### config.mk
export PLATFORM = sky130hd
export DESIGN_NAME = wsa_fifo
export DESIGN_NICKNAME = d
export VERILOG_FILES = /design/src/rtl/window_sum_argmax_macros.svh /design/src/rtl/wsa_pkg.sv /design/src/rtl/wsa_fifo.sv
export SDC_FILE = /design/constraint.sdc
export NUM_CORES = 1
export LEC_CHECK = 0
export ABC_AREA = 1
export BUFFER_PORTS_ARGS = -buffer_cell sky130_fd_sc_hd__buf_2
export CAP_MARGIN = 20
export CORE_AREA = 2 2 39 41
export DETAILED_ROUTE_END_ITERATION = 8
export DIE_AREA = 0 0 41 43
export PLACE_DENSITY = 0.39
export SLEW_MARGIN = 30
export SYNTH_ARGS = -nofsm -noshare
export SYNTH_HDL_FRONTEND = slang
export SYNTH_SLANG_ARGS = --single-unit
### constraint.sdc
create_clock -name clock -period 1.46 [get_ports clock]
set_input_delay 0.146 -clock clock [delete_from_list [all_inputs] [get_ports clock]]
set_output_delay 0.146 -clock clock [all_outputs]
set_load 0.1 [all_outputs]
### src/rtl/window_sum_argmax_macros.svh
// Assertion macros for the window sum search block.
// Each macro expects signals named clock and reset in the scope where it is used.
`ifndef WINDOW_SUM_ARGMAX_MACROS_SVH
`define WINDOW_SUM_ARGMAX_MACROS_SVH
`ifndef NO_ASSERTIONS
`define WSA_ASSERT_ALWAYS(label, expr) \
   label: assert property (@(posedge clock) disable iff (reset) (expr)) \
      else $error("window_sum_argmax: invariant violated");
`define WSA_ASSERT_NEXT(label, ante, cons) \
   label: assert property (@(posedge clock) disable iff (reset) (ante) |=> (cons)) \
      else $error("window_sum_argmax: sequence violated");
`else
`define WSA_ASSERT_ALWAYS(label, expr)
`define WSA_ASSERT_NEXT(label, ante, cons)
`endif
`endif

### src/rtl/wsa_pkg.sv
package wsa_pkg;

   localparam int CFG_DATA_BITS   = 11;
   localparam int CFG_WINDOW_BITS = 5;
   localparam int CSR_INDEX_BITS  = 2;
   localparam int SUM_OUT_BITS    = 24;
   localparam int COORD_OUT_BITS  = 10;
   localparam int OUT_DEPTH       = 8;

   typedef enum logic [CSR_INDEX_BITS-1:0] {
      CSR_FRAME_WIDTH  = 2'd0,
      CSR_FRAME_HEIGHT = 2'd1,
      CSR_WINDOW_SIZE  = 2'd2
   } csr_index_type;

   typedef struct packed {
      logic [SUM_OUT_BITS-1:0]   best_sum;
      logic [COORD_OUT_BITS-1:0] center_x;
      logic [COORD_OUT_BITS-1:0] center_y;
      logic                      found;
   } rsp_item_type;

   typedef struct packed {
      logic busy;
   } back_status_type;

endpackage

### src/rtl/wsa_fifo.sv
module wsa_fifo
   import wsa_pkg::*;
#(
   parameter type item_type = logic,
   parameter int  DEPTH     = 2
) (
   input  logic     clock,
   input  logic     reset,
   input  logic     push_valid,
   output logic     push_ready,
   input  item_type push_item,
   output logic     pop_valid,
   input  logic     pop_ready,
   output item_type pop_item
);

   localparam int PTR_BITS = (DEPTH > 1) ? $clog2(DEPTH) : 1;
   localparam int CNT_BITS = $clog2(DEPTH + 1);

   item_type              store_ff [DEPTH];
   logic [PTR_BITS-1:0]   wr_ptr_ff, wr_ptr_in;
   logic [PTR_BITS-1:0]   rd_ptr_ff, rd_ptr_in;
   logic [CNT_BITS-1:0]   count_ff,  count_in;
   logic                  push, pop;

   assign push_ready = (count_ff != CNT_BITS'(DEPTH));
   assign pop_valid  = (count_ff != '0);
   assign pop_item   = store_ff[rd_ptr_ff];
   assign push       = push_valid && push_ready;
   assign pop        = pop_valid && pop_ready;

   always_comb begin
      wr_ptr_in = wr_ptr_ff;
      rd_ptr_in = rd_ptr_ff;
      count_in  = count_ff;
      if (push) begin
         wr_ptr_in = (wr_ptr_ff == PTR_BITS'(DEPTH - 1)) ? '0 : wr_ptr_ff + PTR_BITS'(1);
      end
      if (pop) begin
         rd_ptr_in = (rd_ptr_ff == PTR_BITS'(DEPTH - 1)) ? '0 : rd_ptr_ff + PTR_BITS'(1);
      end
      if (push && !pop) begin
         count_in = count_ff + CNT_BITS'(1);
      end else if (pop && !push) begin
         count_in = count_ff - CNT_BITS'(1);
      end
   end

   always_ff @(posedge clock) begin
      if (reset) begin
         wr_ptr_ff <= '0;
         rd_ptr_ff <= '0;
         count_ff  <= '0;
      end else begin
         wr_ptr_ff <= wr_ptr_in;
         rd_ptr_ff <= rd_ptr_in;
         count_ff  <= count_in;
      end
   end

   always_ff @(posedge clock) begin
      if (push) begin
         store_ff[wr_ptr_ff] <= push_item;
      end
   end

endmodule

### Yosys cells after proc, flatten, opt, wreduce, memory -nomap -nowiden

Memory sizes are Yosys's and may differ from the RTL's. A register that Yosys moved wholly into a read port is not among the register bits.
Cells that the tools add are included.

| storage, ports and cells | value |
|---|---|
| bits in registers | 4 |
| bits in writable memories | 2 |
| input port bits | 5 |
| output and inout bits | 3 |
| logic and storage cells | 25 |
| memories kept | 1 |

Memories:

| name | words | width | rd ports | clocked after memory_dff | wr ports | line | RTL |
|---|---|---|---|---|---|---|---|
| store_ff | 2 | 1 | 1 | 1 | 1 | wsa_fifo.sv:20 | `item_type store_ff [DEPTH];` |

| operators by class | value |
|---|---|
| $add $sub $neg | 4 |
| equality and inequality tests | 1 |
| multiplexer cells | 8 |
| reductions and logical operators | 8 |

Operator list:

| kind | number |
|---|---|
| $mux W1 | 6 |
| $logic_and A1 B1 Y1 | 4 |
| $mux W2 | 2 |
| $reduce_bool A2 Y1 | 2 |
| $add A1 B1 Y1 const B | 2 |
| $add A2 B1 Y2 const B | 1 |
| $logic_not A1 Y1 | 2 |
| $ne A2 B2 Y1 const B | 1 |
| $sub A2 B1 Y2 const B | 1 |

### Longest topological paths before layout

| logic depth | value |
|---|---|
| depth after elaboration | 6 |
| mapped depth | 11 |
| depth with buffers taken out | 11 |

### Least setup slack after synthesis

OpenSTA, ideal clock, no wires.

| timing | value |
|---|---|
| path type | reg-to-reg |
| start | reg count_ff[0] |
| end | reg count_ff[1] |
| setup time | 64 ps |
| data arrival time | 1563 ps |
| required time | 1396 ps |
| slack | -166 ps |
| stages on the path, launching flop included | 11 |
| buffers on the path | 0 |
| period minus slack after synthesis | 1626 ps |
| path through | dfxtp_1 > inv_2 > nand2_2 > nand2_4 > clkinv_2 > ha_1 > inv_1 > nand3_1 > nand2_1 > inv_1 > nor2_1 |

| between the ends | value |
|---|---|
| cells in the longest elaborated chain, start to end | 5 |
| elaborated cells on any way between the ends | 13 |
| those cells by class | add/sub (2); eq/ne (1); mux (2); reduce/logical (8) |

Ends and longest elaborated chain:

| element | line | RTL |
|---|---|---|
| start, declared | wsa_fifo.sv:23 | `logic [CNT_BITS-1:0] count_ff, count_in;` |
| start signal, assigned | wsa_fifo.sv:57 | `count_ff <= count_in;` |
| $ne A2 B2 Y1 * | wsa_fifo.sv:26 | `assign push_ready = (count_ff != CNT_BITS'(DEPTH));` |
| net push_ready | wsa_fifo.sv:10 | `output logic push_ready,` |
| $logic_and A1 B1 Y1 * | wsa_fifo.sv:29 | `assign push = push_valid && push_ready;` |
| net push | wsa_fifo.sv:24 | `logic push, pop;` |
| $logic_not A1 Y1 | wsa_fifo.sv:44 | `end else if (pop && !push) begin` |
| $logic_and A1 B1 Y1 | wsa_fifo.sv:44 |  |
| $reduce_bool A2 Y1 (no line) | - |  |

The timed path passes the listed nets; every way through them passes the cells marked *. The select of a mux whose other input is x is not followed.
A chain may end at the register's enable or synchronous reset.

### Worst setup path after layout

| timing | value |
|---|---|
| start | reg count_ff[0] |
| end | out push_ready |

| between the ends | value |
|---|---|
| cells in the longest elaborated chain, start to end | 1 |

Ends and longest elaborated chain:

| element | line |
|---|---|
| $ne A2 B2 Y1 | wsa_fifo.sv:26 |
| end, declared | wsa_fifo.sv:10 |

Every way passes these cells.

==> results.toml <==
[outcome]
status = "complete, no violations"

[clock_network]
cts_setup_buffers = 0
root_buffer = "clkbuf_4"
htreeDepth = 1
path_clk_slew_ns = 0.06
cts_num_sinks = 7
cts_tree = "yes"
cts_buffers = 3
clock_latency_ns = 0.25
cts_buffer_depth = 2

[yosys]
ys_top_cells_by_area = "dfxtp_1 (31%), edfxtp_1 (19%), nor2_1 (8.1%)"
yosys_warnings = 0
syn_inst = 40
synth-main-ff-cell = "dfxtp_1"
synth_edf_count = 2
syn_area_sq_um = 324.1
yosysMostFrequentCell = "nor2_1"
synth.largest_area_cell = "dfxtp_1"
ys_top_cells_by_count = "nor2_1 (7), inv_1 (6), nand2_1 (6)"
synth_area_per_cell_sq_um = 8.102
synth_seq_cells = 7
syn_nets = 46
synth_top_area_share_pct = 30.89
ys_seq_area_share_pct = 49.42
synth-async-reset-ratio_pct = 0
synth.distinct_cells = 15

[cells_and_area]
area_growth_pct = 44.02
final_nets = 58
diodes = 0
fin_area_sq_um = 466.7
fillers = 156
drive_above_1_share_pct = 35.29

[place]
dp_hpwl_um = 482.1
gp_congestion = 0.7168
io_buffers = 7
dpl_cell_area_sq_um = 422.9

[timing]
finalSetupTns_ns = 0
whs_ns = 0.08794
worst_clock_skew_ns = 0.008046
slew_headroom_pct = 68.01
max_clock_freq_mhz = 746.5
worstMarginPinSlew_ns = 0.4831
setup_violations = 0
finalHoldViolCount = 0
timing.final.crit_share_pct = 91.76
period_needed_ns = 1.340
rsz0062_at_grt = "no"
slew_viol_final = 0

[setup_path]
crit_path_cell_trace = "inv_4 > nand2_8 > buf_2"
required_ns = 1.31
startpoint_type = "flip-flop"
crit_arrival_ns = 1.19
critical_path_class = "reg -> out"
cpPeakStageDelay_ns = 0.42
cp_slowest_cell = "buf_2"
critPathMaxFanout = 5
cp-end-kind = "output pin"

[global_route]
grt_usage_pct = 9.476
grt-ovfl-total = 0
grt_busiest_layer = "met2"
gr-usage-met3_pct = 6.283
use_met1_pct = 10.42
grt_pass1_vias = 279
grt_max_degree = 6
antenna_found_initial = 0
grt_use_met2_pct = 11.88
grt_pass1_wl_um = 1028

[floorplanning]
die_area_sq_um = 1763
core_sq_um = 1384
fp.dieW_um = 41
row_count = 14
die_h_um = 43
start_util_pct = 23.42
pin_count = 8

[min_path]
min_path_type = "in -> reg"

[routing]
drtAntennaViolNets = 0
routed_wl_um = 608
routed_via_density = 3.970
post-route-drc-count = 0
drt_iter0_markers = 5
wire_per_inst_um = 9.075
num_vias = 266
dr.pass1.iters = 2

[job]
maxCapViolCount = 0
## cells in the final DEF (no fill, tap or decap)
master / Yosys / routed
dfxtp_4: 0 / 1
clkinv_2: 1 / 1
buf_2: 0 / 6
nand3_1: 2 / 2
a21oi_1: 2 / 2
dfxtp_1: 5 / 4
o21ai_0: 2 / 2
nand4_1: 1 / 1
buf_12: 0 / 1
mux2_2: 1 / 1
nand2_1: 6 / 6
edfxtp_1: 2 / 2
inv_4: 0 / 1
clkbuf_1: 0 / 1
clkbuf_4: 0 / 3
ha_4: 0 / 1
nand2_4: 1 / 1
nand2_8: 0 / 2
nor2_1: 7 / 7
inv_1: 6 / 6
## worst max-delay path: cells and delay by family, from the launching register on
family                 cells  cell delay (ns)
buffers and inverters      2             0.51
flip-flops                 1             0.37
AND/OR/NAND/NOR            1             0.07
## final cells by class
cell class              instances  area (sq um)  share of cell area, %
clock buffers                   4         26.28                  5.630
well taps                      16         20.02                  4.290
flip-flops and latches          7         163.9                  35.12
repair buffers                  7         50.05                  10.72
inverters                       8         33.78                  7.239
multi-input cells              25         172.7                  37.00
## stage by stage
step	cells	setup WS (ns)	util, %
2_1_floorplan	40	0.00008649	-
3_3_place_gp	63	0.1030	30.56
3_5_place_dp	63	0.06406	30.56
4_1_cts	67	0.04091	32.46
5_1_grt	67	0.03207	33.73
6_report	67	0.1204	33.73
## path summary, 6_finish.rpt
| check | startpoint | to | slack (ns) | depth (start not counted) |
|---|---|---|---|---|
| max | count_ff[0] | push_ready | 0.12 | 3 |
| min | push_item | store_ff[1] | 0.09 | 1 |
| max reg2reg | count_ff[1] | count_ff[1] | 0.15 | 9 |
| min reg2reg | rd_ptr_ff | flip-flop | 0.51 | 2 |
## repair_timing
item,4_1_cts,5_1_grt
hold buffers,0,0
setup endpoints to repair,0,1
endpoints found under the hold margin,0,0
gates resized for setup,0,3
## metal layers
layer	share of wire (%)	vias to the layer above	wire length (um)
met2	52	4	314
met5	0	-	0
li1	-	148	-
met1	44	114	270
met3	3.8	0	23
met4	0	0	0
## kinds of logic after synthesis
group,after synthesis,share of synthesized area [%]
compound gates,4,6.178
simple gates,19,27.41
fa+ha+maj,1,3.860
flops,7,49.42
mux,1,3.475
buf+inv,8,9.649
Power is not shown: default switching activity piles up to over one toggle a cycle in this logic, so the estimate is an artifact.
